`src/hw/rtl/thpwl_pkg.sv`:
```
package thpwl_pkg;

   // Fixed field widths
   localparam int OFFSET_BITS     = 21;
   localparam int SITE_W_BITS     = 16;
   localparam int HPWL_OUT_BITS   = 33;
   localparam int SITES_BITS      = 62;
   localparam int TOTAL_BITS      = 63;
   localparam int QUEUE_DEPTH     = 4;
   localparam int FLAG_BITS       = 3;

   localparam logic [SITE_W_BITS-1:0]   SITE_W_RESET = SITE_W_BITS'(1);
   localparam logic [HPWL_OUT_BITS-1:0] HPWL_MAX     = {HPWL_OUT_BITS{1'b1}};
   localparam logic [SITES_BITS-1:0]    SITES_MAX    = {SITES_BITS{1'b1}};
   localparam logic [TOTAL_BITS-1:0]    TOTAL_MAX    = {TOTAL_BITS{1'b1}};

   // Per-item control flags handed from the front end to the back end
   typedef struct packed {
      logic has_pin;
      logic net_close;
      logic design_end;
   } item_flags_type;

endpackage

```
`src/hw/rtl/thpwl_if.sv`:
```
// Pin item channel
interface thpwl_req_if #(parameter int COORD_BITS = 31);
   logic                                   valid;
   logic                                   ready;
   logic signed [COORD_BITS-1:0]           node_x;
   logic signed [COORD_BITS-1:0]           node_y;
   logic signed [thpwl_pkg::OFFSET_BITS-1:0] pin_dx;
   logic signed [thpwl_pkg::OFFSET_BITS-1:0] pin_dy;
   logic                                   has_pin;
   logic                                   net_end;
   logic                                   design_end;

   modport source (
      output valid, node_x, node_y, pin_dx, pin_dy, has_pin, net_end, design_end,
      input  ready
   );
   modport sink (
      input  valid, node_x, node_y, pin_dx, pin_dy, has_pin, net_end, design_end,
      output ready
   );
endinterface

// Result item channel
interface thpwl_rsp_if;
   logic                                 valid;
   logic                                 ready;
   logic [thpwl_pkg::HPWL_OUT_BITS-1:0]  net_hpwl;
   logic [thpwl_pkg::SITES_BITS-1:0]     total_sites;
   logic                                 total_valid;
   logic                                 total_saturated;

   modport source (
      output valid, net_hpwl, total_sites, total_valid, total_saturated,
      input  ready
   );
   modport sink (
      input  valid, net_hpwl, total_sites, total_valid, total_saturated,
      output ready
   );
endinterface

```
`src/hw/rtl/thpwl_fifo.sv`:
```
module thpwl_fifo #(
   parameter int WIDTH = 8,
   parameter int DEPTH = 4
) (
   input  logic             clock,
   input  logic             reset,
   input  logic             push,
   input  logic [WIDTH-1:0] push_data,
   output logic             full,
   input  logic             pop,
   output logic [WIDTH-1:0] pop_data,
   output logic             not_empty
);

   localparam int PtrBits = (DEPTH > 1) ? $clog2(DEPTH) : 1;
   localparam int CntBits = $clog2(DEPTH + 1);

   logic [WIDTH-1:0]   mem_ff [DEPTH];
   logic [PtrBits-1:0] wr_ptr_ff, wr_ptr_in;
   logic [PtrBits-1:0] rd_ptr_ff, rd_ptr_in;
   logic [CntBits-1:0] count_ff, count_in;
   logic               do_push, do_pop;

   assign full      = (count_ff == CntBits'(DEPTH));
   assign not_empty = (count_ff != '0);
   assign pop_data  = mem_ff[rd_ptr_ff];
   assign do_push   = push && !full;
   assign do_pop    = pop && not_empty;

   // Pointer and fill count update
   always_comb begin
      wr_ptr_in = wr_ptr_ff;
      rd_ptr_in = rd_ptr_ff;
      count_in  = count_ff;
      if (do_push) begin
         wr_ptr_in = (wr_ptr_ff == PtrBits'(DEPTH - 1)) ? '0 : wr_ptr_ff + 1'b1;
      end
      if (do_pop) begin
         rd_ptr_in = (rd_ptr_ff == PtrBits'(DEPTH - 1)) ? '0 : rd_ptr_ff + 1'b1;
      end
      if (do_push && !do_pop) begin
         count_in = count_ff + 1'b1;
      end else if (do_pop && !do_push) begin
         count_in = count_ff - 1'b1;
      end
   end

   always_ff @(posedge clock) begin
      if (reset) begin
         wr_ptr_ff <= '0;
         rd_ptr_ff <= '0;
         count_ff  <= '0;
      end else begin
         wr_ptr_ff <= wr_ptr_in;
         rd_ptr_ff <= rd_ptr_in;
         count_ff  <= count_in;
      end
   end

   // Storage, no reset
   always_ff @(posedge clock) begin
      if (do_push) begin
         mem_ff[wr_ptr_ff] <= push_data;
      end
   end

endmodule

```
`src/hw/rtl/thpwl_div.sv`:
```
// Restoring divider, one quotient bit per cycle
module thpwl_div (
   input  logic                               clock,
   input  logic                               reset,
   input  logic                               start,
   input  logic [thpwl_pkg::TOTAL_BITS-1:0]   dividend,
   input  logic [thpwl_pkg::SITE_W_BITS-1:0]  divisor,
   output logic                               done,
   output logic [thpwl_pkg::TOTAL_BITS-1:0]   quotient
);

   localparam int NumBits = thpwl_pkg::TOTAL_BITS;
   localparam int DivBits = thpwl_pkg::SITE_W_BITS;
   localparam int CntBits = $clog2(NumBits);

   logic               busy_ff, busy_in;
   logic               done_ff, done_in;
   logic [CntBits-1:0] cnt_ff, cnt_in;
   logic [NumBits-1:0] work_ff, work_in;
   logic [DivBits-1:0] rem_ff, rem_in;
   logic [DivBits-1:0] dsr_ff, dsr_in;
   logic [DivBits:0]   trial;
   logic [DivBits:0]   diff;
   logic               fits;

   assign trial    = {rem_ff, work_ff[NumBits-1]};
   assign diff     = trial - {1'b0, dsr_ff};
   assign fits     = (trial >= {1'b0, dsr_ff});
   assign done     = done_ff;
   assign quotient = work_ff;

   // Shift-subtract step
   always_comb begin
      busy_in = busy_ff;
      done_in = 1'b0;
      cnt_in  = cnt_ff;
      work_in = work_ff;
      rem_in  = rem_ff;
      dsr_in  = dsr_ff;
      if (start) begin
         busy_in = 1'b1;
         cnt_in  = '0;
         work_in = dividend;
         rem_in  = '0;
         dsr_in  = divisor;
      end else if (busy_ff) begin
         rem_in  = fits ? diff[DivBits-1:0] : trial[DivBits-1:0];
         work_in = {work_ff[NumBits-2:0], fits};
         cnt_in  = cnt_ff + 1'b1;
         if (cnt_ff == CntBits'(NumBits - 1)) begin
            busy_in = 1'b0;
            done_in = 1'b1;
         end
      end
   end

   always_ff @(posedge clock) begin
      if (reset) begin
         busy_ff <= 1'b0;
         done_ff <= 1'b0;
         cnt_ff  <= '0;
      end else begin
         busy_ff <= busy_in;
         done_ff <= done_in;
         cnt_ff  <= cnt_in;
      end
   end

   always_ff @(posedge clock) begin
      work_ff <= work_in;
      rem_ff  <= rem_in;
      dsr_ff  <= dsr_in;
   end

endmodule

```
`src/hw/rtl/thpwl_front.sv`:
```
// Front end: takes pin items, forms absolute pin position, classifies the item
module thpwl_front #(
   parameter int COORD_BITS = 31,
   parameter int POS_BITS   = 32
) (
   input  logic                                          clock,
   input  logic                                          reset,
   thpwl_req_if.sink                                     req_ch,
   output logic                                          push,
   output logic [thpwl_pkg::FLAG_BITS+2*POS_BITS-1:0]    push_data,
   input  logic                                          queue_full
);

   logic                          stage_valid_ff, stage_valid_in;
   thpwl_pkg::item_flags_type     flags_ff, flags_in;
   logic signed [POS_BITS-1:0]    pos_x_ff, pos_x_in;
   logic signed [POS_BITS-1:0]    pos_y_ff, pos_y_in;
   logic                          accept;

   assign req_ch.ready = !stage_valid_ff || !queue_full;
   assign accept       = req_ch.valid && req_ch.ready;
   assign push         = stage_valid_ff;
   assign push_data    = {flags_ff, pos_x_ff, pos_y_ff};

   // Absolute position; design end also closes the net
   always_comb begin
      pos_x_in = POS_BITS'(req_ch.node_x) + POS_BITS'(req_ch.pin_dx);
      pos_y_in = POS_BITS'(req_ch.node_y) + POS_BITS'(req_ch.pin_dy);
      flags_in.has_pin    = req_ch.has_pin;
      flags_in.net_close  = req_ch.net_end || req_ch.design_end;
      flags_in.design_end = req_ch.design_end;
      stage_valid_in = stage_valid_ff;
      if (accept) begin
         stage_valid_in = 1'b1;
      end else if (!queue_full) begin
         stage_valid_in = 1'b0;
      end
   end

   always_ff @(posedge clock) begin
      if (reset) begin
         stage_valid_ff <= 1'b0;
      end else begin
         stage_valid_ff <= stage_valid_in;
      end
   end

   always_ff @(posedge clock) begin
      if (accept) begin
         flags_ff <= flags_in;
         pos_x_ff <= pos_x_in;
         pos_y_ff <= pos_y_in;
      end
   end

endmodule

```
`src/hw/rtl/thpwl_back.sv`:
```
// Back end: bounding box, net wirelength, saturating total, site division
module thpwl_back #(
   parameter int POS_BITS = 32
) (
   input  logic                                          clock,
   input  logic                                          reset,
   input  logic [thpwl_pkg::SITE_W_BITS-1:0]             site_pitch,
   input  logic                                          pop_valid,
   input  logic [thpwl_pkg::FLAG_BITS+2*POS_BITS-1:0]    pop_data,
   output logic                                          pop,
   thpwl_rsp_if.source                                   rsp_ch
);

   localparam int HpwlBits = POS_BITS + 1;
   localparam int WideBits = (HpwlBits > thpwl_pkg::HPWL_OUT_BITS) ?
                             HpwlBits : thpwl_pkg::HPWL_OUT_BITS;
   localparam int TotBits  = thpwl_pkg::TOTAL_BITS;
   localparam int SiteBits = thpwl_pkg::SITES_BITS;

   localparam logic [2:0] ST_PIN    = 3'd0;
   localparam logic [2:0] ST_DIFF   = 3'd1;
   localparam logic [2:0] ST_SUM    = 3'd2;
   localparam logic [2:0] ST_ACC    = 3'd3;
   localparam logic [2:0] ST_DSTART = 3'd4;
   localparam logic [2:0] ST_DIV    = 3'd5;
   localparam logic [2:0] ST_OUT    = 3'd6;

   logic [2:0]                  state_ff, state_in;
   logic                        seen_ff, seen_in;
   logic                        de_ff, de_in;
   logic                        clip_ff, clip_in;
   logic [TotBits-1:0]          total_ff, total_in;
   logic signed [POS_BITS-1:0]  box_xl_ff, box_xl_in, box_xh_ff, box_xh_in;
   logic signed [POS_BITS-1:0]  box_yl_ff, box_yl_in, box_yh_ff, box_yh_in;
   logic [POS_BITS-1:0]         dx_ff, dx_in, dy_ff, dy_in;
   logic [HpwlBits-1:0]         hpwl_ff, hpwl_in;

   logic                                  rsp_valid_ff, rsp_valid_in;
   logic [thpwl_pkg::HPWL_OUT_BITS-1:0]   net_hpwl_ff;
   logic [SiteBits-1:0]                   sites_ff;
   logic                                  tvalid_ff;
   logic                                  tsat_ff;

   thpwl_pkg::item_flags_type   item_flags;
   logic signed [POS_BITS-1:0]  pin_x, pin_y;
   logic [TotBits:0]            sum_wide;
   logic [WideBits-1:0]         hpwl_wide;
   logic [thpwl_pkg::HPWL_OUT_BITS-1:0] hpwl_out;
   logic [SiteBits-1:0]         sites_out;
   logic                        load;
   logic                        div_start, div_done;
   logic [TotBits-1:0]          div_quot;
   logic [thpwl_pkg::SITE_W_BITS-1:0] divisor;

   assign {item_flags, pin_x, pin_y} = pop_data;
   assign divisor   = (site_pitch == '0) ? thpwl_pkg::SITE_W_RESET : site_pitch;
   assign sum_wide  = {1'b0, total_ff} + (TotBits + 1)'(hpwl_ff);
   assign hpwl_wide = WideBits'(hpwl_ff);
   assign hpwl_out  = (hpwl_wide > WideBits'(thpwl_pkg::HPWL_MAX)) ?
                      thpwl_pkg::HPWL_MAX : hpwl_wide[thpwl_pkg::HPWL_OUT_BITS-1:0];
   assign sites_out = div_quot[TotBits-1] ? thpwl_pkg::SITES_MAX : div_quot[SiteBits-1:0];

   thpwl_div u_div (
      .clock    (clock),
      .reset    (reset),
      .start    (div_start),
      .dividend (total_ff),
      .divisor  (divisor),
      .done     (div_done),
      .quotient (div_quot)
   );

   // Sequencer
   always_comb begin
      state_in  = state_ff;
      seen_in   = seen_ff;
      de_in     = de_ff;
      clip_in   = clip_ff;
      total_in  = total_ff;
      box_xl_in = box_xl_ff;
      box_xh_in = box_xh_ff;
      box_yl_in = box_yl_ff;
      box_yh_in = box_yh_ff;
      dx_in     = dx_ff;
      dy_in     = dy_ff;
      hpwl_in   = hpwl_ff;
      pop       = 1'b0;
      div_start = 1'b0;
      load      = 1'b0;
      case (state_ff)
         ST_PIN: begin
            if (pop_valid) begin
               pop = 1'b1;
               if (item_flags.has_pin) begin
                  if (!seen_ff || pin_x < box_xl_ff) box_xl_in = pin_x;
                  if (!seen_ff || pin_x > box_xh_ff) box_xh_in = pin_x;
                  if (!seen_ff || pin_y < box_yl_ff) box_yl_in = pin_y;
                  if (!seen_ff || pin_y > box_yh_ff) box_yh_in = pin_y;
                  seen_in = 1'b1;
               end
               if (item_flags.net_close) begin
                  de_in    = item_flags.design_end;
                  state_in = ST_DIFF;
               end
            end
         end
         ST_DIFF: begin
            // box span; modulo subtraction gives the exact nonnegative span
            dx_in    = seen_ff ? POS_BITS'(box_xh_ff - box_xl_ff) : '0;
            dy_in    = seen_ff ? POS_BITS'(box_yh_ff - box_yl_ff) : '0;
            seen_in  = 1'b0;
            state_in = ST_SUM;
         end
         ST_SUM: begin
            hpwl_in  = {1'b0, dx_ff} + {1'b0, dy_ff};
            state_in = ST_ACC;
         end
         ST_ACC: begin
            if (sum_wide[TotBits]) begin
               total_in = thpwl_pkg::TOTAL_MAX;
               clip_in  = 1'b1;
            end else begin
               total_in = sum_wide[TotBits-1:0];
            end
            state_in = de_ff ? ST_DSTART : ST_OUT;
         end
         ST_DSTART: begin
            div_start = 1'b1;
            state_in  = ST_DIV;
         end
         ST_DIV: begin
            if (div_done) begin
               state_in = ST_OUT;
            end
         end
         ST_OUT: begin
            if (!rsp_valid_ff || rsp_ch.ready) begin
               load = 1'b1;
               if (de_ff) begin
                  total_in = '0;
                  clip_in  = 1'b0;
               end
               state_in = ST_PIN;
            end
         end
         default: begin
            state_in = ST_PIN;
         end
      endcase
   end

   // Output register valid
   always_comb begin
      rsp_valid_in = rsp_valid_ff;
      if (load) begin
         rsp_valid_in = 1'b1;
      end else if (rsp_ch.ready) begin
         rsp_valid_in = 1'b0;
      end
   end

   always_ff @(posedge clock) begin
      if (reset) begin
         state_ff     <= ST_PIN;
         seen_ff      <= 1'b0;
         de_ff        <= 1'b0;
         clip_ff      <= 1'b0;
         total_ff     <= '0;
         rsp_valid_ff <= 1'b0;
      end else begin
         state_ff     <= state_in;
         seen_ff      <= seen_in;
         de_ff        <= de_in;
         clip_ff      <= clip_in;
         total_ff     <= total_in;
         rsp_valid_ff <= rsp_valid_in;
      end
   end

   // Datapath registers
   always_ff @(posedge clock) begin
      box_xl_ff <= box_xl_in;
      box_xh_ff <= box_xh_in;
      box_yl_ff <= box_yl_in;
      box_yh_ff <= box_yh_in;
      dx_ff     <= dx_in;
      dy_ff     <= dy_in;
      hpwl_ff   <= hpwl_in;
      if (load) begin
         net_hpwl_ff <= hpwl_out;
         sites_ff    <= de_ff ? sites_out : '0;
         tvalid_ff   <= de_ff;
         tsat_ff     <= clip_ff || (de_ff && div_quot[TotBits-1]);
      end
   end

   assign rsp_ch.valid           = rsp_valid_ff;
   assign rsp_ch.net_hpwl        = net_hpwl_ff;
   assign rsp_ch.total_sites     = sites_ff;
   assign rsp_ch.total_valid     = tvalid_ff;
   assign rsp_ch.total_saturated = tsat_ff;

endmodule

```
`src/hw/rtl/total_hpwl_in_sites.sv`:
```
// Throughput: one pin item per cycle while the pin queue is not full; an item that closes
// a net holds the back end through its span, sum, accumulate and output states, a design
// end also through a serial divide of the total by the site width.
// The pin queue lets the front end keep taking items while the back end works.
// Reset (synchronous, active high) empties the queue, clears the total and its
// clipped flag, drops any pending result and sets the site pitch to 1.
module total_hpwl_in_sites #(
   parameter int COORD_BITS = 31
) (
   input  logic                               clock,
   input  logic                               reset,
   input  logic                               csr_wr_en,
   input  logic [thpwl_pkg::SITE_W_BITS-1:0]  csr_wr_data,
   thpwl_req_if.sink                          req_ch,
   thpwl_rsp_if.source                        rsp_ch
);

   localparam int PosBits   = ((COORD_BITS > thpwl_pkg::OFFSET_BITS) ?
                               COORD_BITS : thpwl_pkg::OFFSET_BITS) + 1;
   localparam int EntryBits = thpwl_pkg::FLAG_BITS + 2 * PosBits;

   logic [thpwl_pkg::SITE_W_BITS-1:0] site_pitch_ff;
   logic                              q_push, q_full, q_pop, q_not_empty;
   logic [EntryBits-1:0]              q_push_data, q_pop_data;

   // Site width register
   always_ff @(posedge clock) begin
      if (reset) begin
         site_pitch_ff <= thpwl_pkg::SITE_W_RESET;
      end else if (csr_wr_en) begin
         site_pitch_ff <= csr_wr_data;
      end
   end

   thpwl_front #(
      .COORD_BITS (COORD_BITS),
      .POS_BITS   (PosBits)
   ) u_front (
      .clock      (clock),
      .reset      (reset),
      .req_ch     (req_ch),
      .push       (q_push),
      .push_data  (q_push_data),
      .queue_full (q_full)
   );

   thpwl_fifo #(
      .WIDTH (EntryBits),
      .DEPTH (thpwl_pkg::QUEUE_DEPTH)
   ) u_queue (
      .clock     (clock),
      .reset     (reset),
      .push      (q_push),
      .push_data (q_push_data),
      .full      (q_full),
      .pop       (q_pop),
      .pop_data  (q_pop_data),
      .not_empty (q_not_empty)
   );

   thpwl_back #(
      .POS_BITS (PosBits)
   ) u_back (
      .clock      (clock),
      .reset      (reset),
      .site_pitch (site_pitch_ff),
      .pop_valid  (q_not_empty),
      .pop_data   (q_pop_data),
      .pop        (q_pop),
      .rsp_ch     (rsp_ch)
   );

endmodule
```
`src/flat_wrapper.sv`:
```
// flat-port wrapper written by rule: the top's interface ports become plain ports
module total_hpwl_in_sites_flat 
#(
   parameter int COORD_BITS = 31
)
  (clock, reset, csr_wr_en, csr_wr_data, req_ch_valid, req_ch_node_x, req_ch_node_y, req_ch_pin_dx, req_ch_pin_dy, req_ch_has_pin, req_ch_net_end, req_ch_design_end, req_ch_ready, rsp_ch_valid, rsp_ch_net_hpwl, rsp_ch_total_sites, rsp_ch_total_valid, rsp_ch_total_saturated, rsp_ch_ready);
  thpwl_req_if #(.COORD_BITS(COORD_BITS)) req_ch_i ();
  thpwl_rsp_if rsp_ch_i ();
  input  logic clock;
  input  logic reset;
  input  logic csr_wr_en;
  input  logic [thpwl_pkg::SITE_W_BITS-1:0] csr_wr_data;
  input wire logic [$bits(req_ch_i.valid)-1:0] req_ch_valid;
  input wire logic [$bits(req_ch_i.node_x)-1:0] req_ch_node_x;
  input wire logic [$bits(req_ch_i.node_y)-1:0] req_ch_node_y;
  input wire logic [$bits(req_ch_i.pin_dx)-1:0] req_ch_pin_dx;
  input wire logic [$bits(req_ch_i.pin_dy)-1:0] req_ch_pin_dy;
  input wire logic [$bits(req_ch_i.has_pin)-1:0] req_ch_has_pin;
  input wire logic [$bits(req_ch_i.net_end)-1:0] req_ch_net_end;
  input wire logic [$bits(req_ch_i.design_end)-1:0] req_ch_design_end;
  output wire logic [$bits(req_ch_i.ready)-1:0] req_ch_ready;
  output wire logic [$bits(rsp_ch_i.valid)-1:0] rsp_ch_valid;
  output wire logic [$bits(rsp_ch_i.net_hpwl)-1:0] rsp_ch_net_hpwl;
  output wire logic [$bits(rsp_ch_i.total_sites)-1:0] rsp_ch_total_sites;
  output wire logic [$bits(rsp_ch_i.total_valid)-1:0] rsp_ch_total_valid;
  output wire logic [$bits(rsp_ch_i.total_saturated)-1:0] rsp_ch_total_saturated;
  input wire logic [$bits(rsp_ch_i.ready)-1:0] rsp_ch_ready;
  assign req_ch_i.valid = req_ch_valid;
  assign req_ch_i.node_x = req_ch_node_x;
  assign req_ch_i.node_y = req_ch_node_y;
  assign req_ch_i.pin_dx = req_ch_pin_dx;
  assign req_ch_i.pin_dy = req_ch_pin_dy;
  assign req_ch_i.has_pin = req_ch_has_pin;
  assign req_ch_i.net_end = req_ch_net_end;
  assign req_ch_i.design_end = req_ch_design_end;
  assign req_ch_ready = req_ch_i.ready;
  assign rsp_ch_valid = rsp_ch_i.valid;
  assign rsp_ch_net_hpwl = rsp_ch_i.net_hpwl;
  assign rsp_ch_total_sites = rsp_ch_i.total_sites;
  assign rsp_ch_total_valid = rsp_ch_i.total_valid;
  assign rsp_ch_total_saturated = rsp_ch_i.total_saturated;
  assign rsp_ch_i.ready = rsp_ch_ready;
  total_hpwl_in_sites #(.COORD_BITS(COORD_BITS)) u_core (.clock(clock), .reset(reset), .csr_wr_en(csr_wr_en), .csr_wr_data(csr_wr_data), .req_ch(req_ch_i), .rsp_ch(rsp_ch_i));
endmodule
```
`config.mk`:
```
export PLATFORM = sky130hd
export DESIGN_NAME = total_hpwl_in_sites_flat
export DESIGN_NICKNAME = d
export VERILOG_FILES = /design/src/hw/rtl/thpwl_pkg.sv /design/src/hw/rtl/thpwl_if.sv /design/src/hw/rtl/thpwl_fifo.sv /design/src/hw/rtl/thpwl_div.sv /design/src/hw/rtl/thpwl_front.sv /design/src/hw/rtl/thpwl_back.sv /design/src/hw/rtl/total_hpwl_in_sites.sv /design/src/flat_wrapper.sv
export SDC_FILE = /design/constraint.sdc
export NUM_CORES = 2
export LEC_CHECK = 0
export ABC_AREA = 1
export CORE_MARGIN = 1.5
export CORE_UTILIZATION = 30
export CTS_CLUSTER_SIZE = 25
export DETAILED_ROUTE_END_ITERATION = 8
export DONT_BUFFER_PORTS = 1
export GPL_ROUTABILITY_DRIVEN = 0
export GPL_TIMING_DRIVEN = 0
export RECOVER_POWER = 100
export REMOVE_ABC_BUFFERS = 1
export SETUP_SLACK_MARGIN = 0.02
export SLEW_MARGIN = 10
export SYNTH_ARGS = -nofsm -noshare
export SYNTH_HDL_FRONTEND = slang
export SYNTH_HIERARCHICAL = 1
export SYNTH_SLANG_ARGS = --single-unit
```
`constraint.sdc`:
```
create_clock -name clock -period 12.2 [get_ports clock]
set_input_delay 2.44 -clock clock [delete_from_list [all_inputs] [get_ports clock]]
set_output_delay 2.44 -clock clock [all_outputs]
set_load 0.02 [all_outputs]
```
==> flow_summary.ini <==
[setup_path]
crit_type = reg2reg
r2r_end = u_core/u_back/box_yh_ff[14]$_DFFE_PP_
required_ns = 12.49
cp.arrival_ns = 7.42
reg2regPathDepth = 16
path_max_fanout = 134
startpoint_type = flop
reg2reg_slack_ns = 5.08
critPathCaptureType = flop

[floorplanning]
rows = 148
die_x_um = 409
pin_count = 227
start_util_pct = 30.3
dieArea_sq_mm = 0.168
core_sq_mm = 0.163
die_height_um = 409

[placement]
pre_cts_ws_ns = 7.30
place_inst = 7915
portBuffers = 0
hpwl_um = 96300
postPlaceCellArea_sq_mm = 0.0524

[clock_network]
root_buffer = clkbuf_16
clock_latency_ns = 0.71
cts_resized = 0
cts_sinks = 856
numCtsBuffers = 88
htreeDepth = 3
cts_tree = yes
cts_hold_buf = 0
clockBufferDepth = 3
cts_setup_buffers = 0
clk_pin_slew_ns = 0.06

[synthesis]
synth_most_common_cell = nand2_1
yosysWarnings = 6
seq_area_frac_synth_pct = 49.4
synth_area_leaders = edfxtp_1 45%, nand2_1 12%, ha_1 8.6%, inv_1 6.4%, nor2_1 5.0%
synth_ff_type = edfxtp_1
synth.avg_cell_area_sq_um = 8.46
synth_common_cells = 1569 x nand2_1, 843 x inv_1, 736 x edfxtp_1
synth_area_sq_mm = 0.0496
ys_ff_latch = 856
synth_top_cell_area_share_pct = 44.6
synthArstFlopShare_pct = 0
synth.distinct_cells = 59
netlist_instances = 5857
yosysTopAreaCell = edfxtp_1
synth-edff-count = 736

[power_and_ir_drop]
ir_drop_mv = 0.157
comb_power_share_pct = 41.6
power_frac_seq_pct = 35.3
clockPowerShare_pct = 23.1
p_int_uw = 7310
power.density_mw_per_mm2 = 225
p_leak_uw = 0.0239
p_sw_share_pct = 40.5
switching_power_uw = 4970

[global_routing]
grt_pass1_vias = 36300
overflow = 0
grt_pass1_wl_um = 197000
grt_max_degree = 135
track_usage_pct = 14.6
antenna_found_initial = 1

[hold_path]
holdPathEnd = u_core/u_back/u_div/dsr_ff[9]$_DFFE_PP_
worstHoldPathCells = 0
hp-class = reg2reg
hold_path_startpoint = u_core/site_pitch_ff[9]$_SDFFE_PP0P_

[timing]
setup_viol_count_final = 0
hold_slack_ns = 0.464
setup_ws_ns = 5.08
finClkSkew_ns = 0.0763
post-route-period-util_pct = 58.4
finalMaxSlewViolations = 524
relSlewSlack_pct = -103
hold_violations = 0
tightestPinTransition_ns = 3.04
rsz0062_at_grt = no
setup_tns_ns = 0
fin_crit_ns = 7.12
max_freq_mhz = 140

[detailed_routing]
wl_um = 125000
avgViaCountPerCell = 4.69
wl_per_cell_um = 15.5
ant_nets = 0
num_vias = 37900
drc = 0
drt-pass1-iter-count = 6
drtIter0Drc = 2676

[final_layout]
n_antenna_cell = 0
area_growth_pct = 10.3
fin_cells = 8077
stdcell_area_sq_mm = 0.0546
nets = 6305
drive_above_1_share_pct = 4.00

[status]
violations = capacitance limit, slew limit
status = finished, violations left

[run]
cap_violations = 15
==> critical path, stage by stage, from the launching register on <==
cell	delay, ns
dfxtp_1	1.66
buf_16	0.34
inv_6	0.37
o21ai_0	0.29
o22ai_1	0.21
ha_1	0.40
nand2_1	0.08
nor2_1	0.13
nand4_1	0.12
nor4_1	0.44
nand2_1	0.19
nand2_1	0.09
nand2_1	0.05
nand2_1	0.08
nand2_1	0.06
a21oi_1	1.12
clkbuf_1	0.90
==> cells in the final DEF (no fill, tap or decap), drive strengths merged <==
master,Yosys,final
a211oi,6,6
a21boi,4,4
a21o,24,24
a21oi,368,368
a221oi,1,1
a31oi,14,14
a41o,1,1
and2,6,6
and3,1,1
buf,44,5
bufinv,0,13
clkbuf,116,146
clkinv,1,35
clkinvlp,0,8
dfxtp,120,120
edfxtp,736,736
fa,8,8
ha,339,339
inv,859,858
nand2,1615,1615
nand3,262,262
nand3b,16,16
nand4,42,42
nor2,669,669
nor3,64,64
nor3b,3,3
nor4,15,15
o2111ai,1,1
o211ai,7,7
o21a,6,6
o21ai,315,315
o21bai,16,16
o221ai,5,5
o22ai,67,67
o31ai,1,1
or2,5,5
xnor2,11,11
xor2,89,89
==> state kept, by name, indices dropped and copies added (netlist names), 32 cells and up, named ones only <==
register and count:
u_core/u_queue/mem_ff 268, u_core/u_back/total_ff 63, u_core/u_back/u_div/quotient 63, u_core/u_back/rsp_ch.total_sites 62, u_core/u_back/hpwl_ff 33, u_core/u_back/rsp_ch.net_hpwl 33
u_core/u_back/box_xh_ff 32, u_core/u_back/box_xl_ff 32, u_core/u_back/box_yh_ff 32, u_core/u_back/box_yl_ff 32, u_core/u_back/dx_ff 32, u_core/u_back/dy_ff 32
u_core/u_front/pos_x_ff 32, u_core/u_front/pos_y_ff 32
==> through the flow <==
stage               power, uW  util, %
floorplan                7950        -
global placement         9360     31.5
detailed placement       9570     32.1
CTS                     12500     34.0
global route            13200     33.5
finish                  12300     33.5
==> cell families after synthesis <==
| family | Yosys count | share of synthesized area (%) |
|---|---|---|
| AO/OA/AOI/OAI | 836 | 9.15 |
| adder cells (fa/ha/maj) | 347 | 8.88 |
| XOR/XNOR | 100 | 1.77 |
| buffers and inverters | 1020 | 8.19 |
| AND/OR/NAND/NOR | 2698 | 22.6 |
| flip-flops | 856 | 49.4 |
==> how the worst max path moves through the flow <==
| stage | end | cells after the start | start |
|---|---|---|---|
| 2_1_floorplan | u_core/u_back/total_ff[37]$_SDFFE_PP0P_ | 5 | rsp_ch_ready |
| 6_report | u_core/u_back/box_yh_ff[14]$_DFFE_PP_ | 16 | flop |
| 3_3_place_gp | u_core/u_back/total_ff[50]$_SDFFE_PP0P_ | 5 | rsp_ch_ready |
| 3_5_place_dp | u_core/u_back/box_yh_ff[23]$_DFFE_PP_ | 16 | flop |
| 5_1_grt | u_core/u_back/box_yh_ff[22]$_DFFE_PP_ | 16 | flop |
| 4_1_cts | u_core/u_back/box_yh_ff[14]$_DFFE_PP_ | 16 | flop |
==> per-layer routing <==
metal,global-route usage (%),up-vias,part of all wire (%)
li1,-,19200,-
met1,20.0,17500,47
met2,24.1,978,46
met3,2.09,177,5.2
met4,3.74,0,2.2
met5,0,-,0
==> area by class of cell <==
| class | instances | area, sq um |
|---|---|---|
| Clock buffer | 108 | 2330 |
| Clock inverter | 54 | 752 |
| Fill cell | 17100 | 109000 |
| Inverter | 860 | 3240 |
| Multi-Input combinational cell | 3981 | 20900 |
| Sequential cell | 856 | 24500 |
| Tap cell | 2175 | 2720 |
| Timing Repair Buffer | 43 | 236 |
==> power by group through the flow <==
stage	sequential [uW]	combinational [uW]	clock [uW]
6_report	4340	5110	2830
3_5_place_dp	4390	5180	0
3_3_place_gp	4520	4850	0
4_1_cts	4330	5220	2910
5_1_grt	4390	5830	3020
2_1_floorplan	4300	3650	0
No activity file was read; power rests on OpenSTA's default activity.
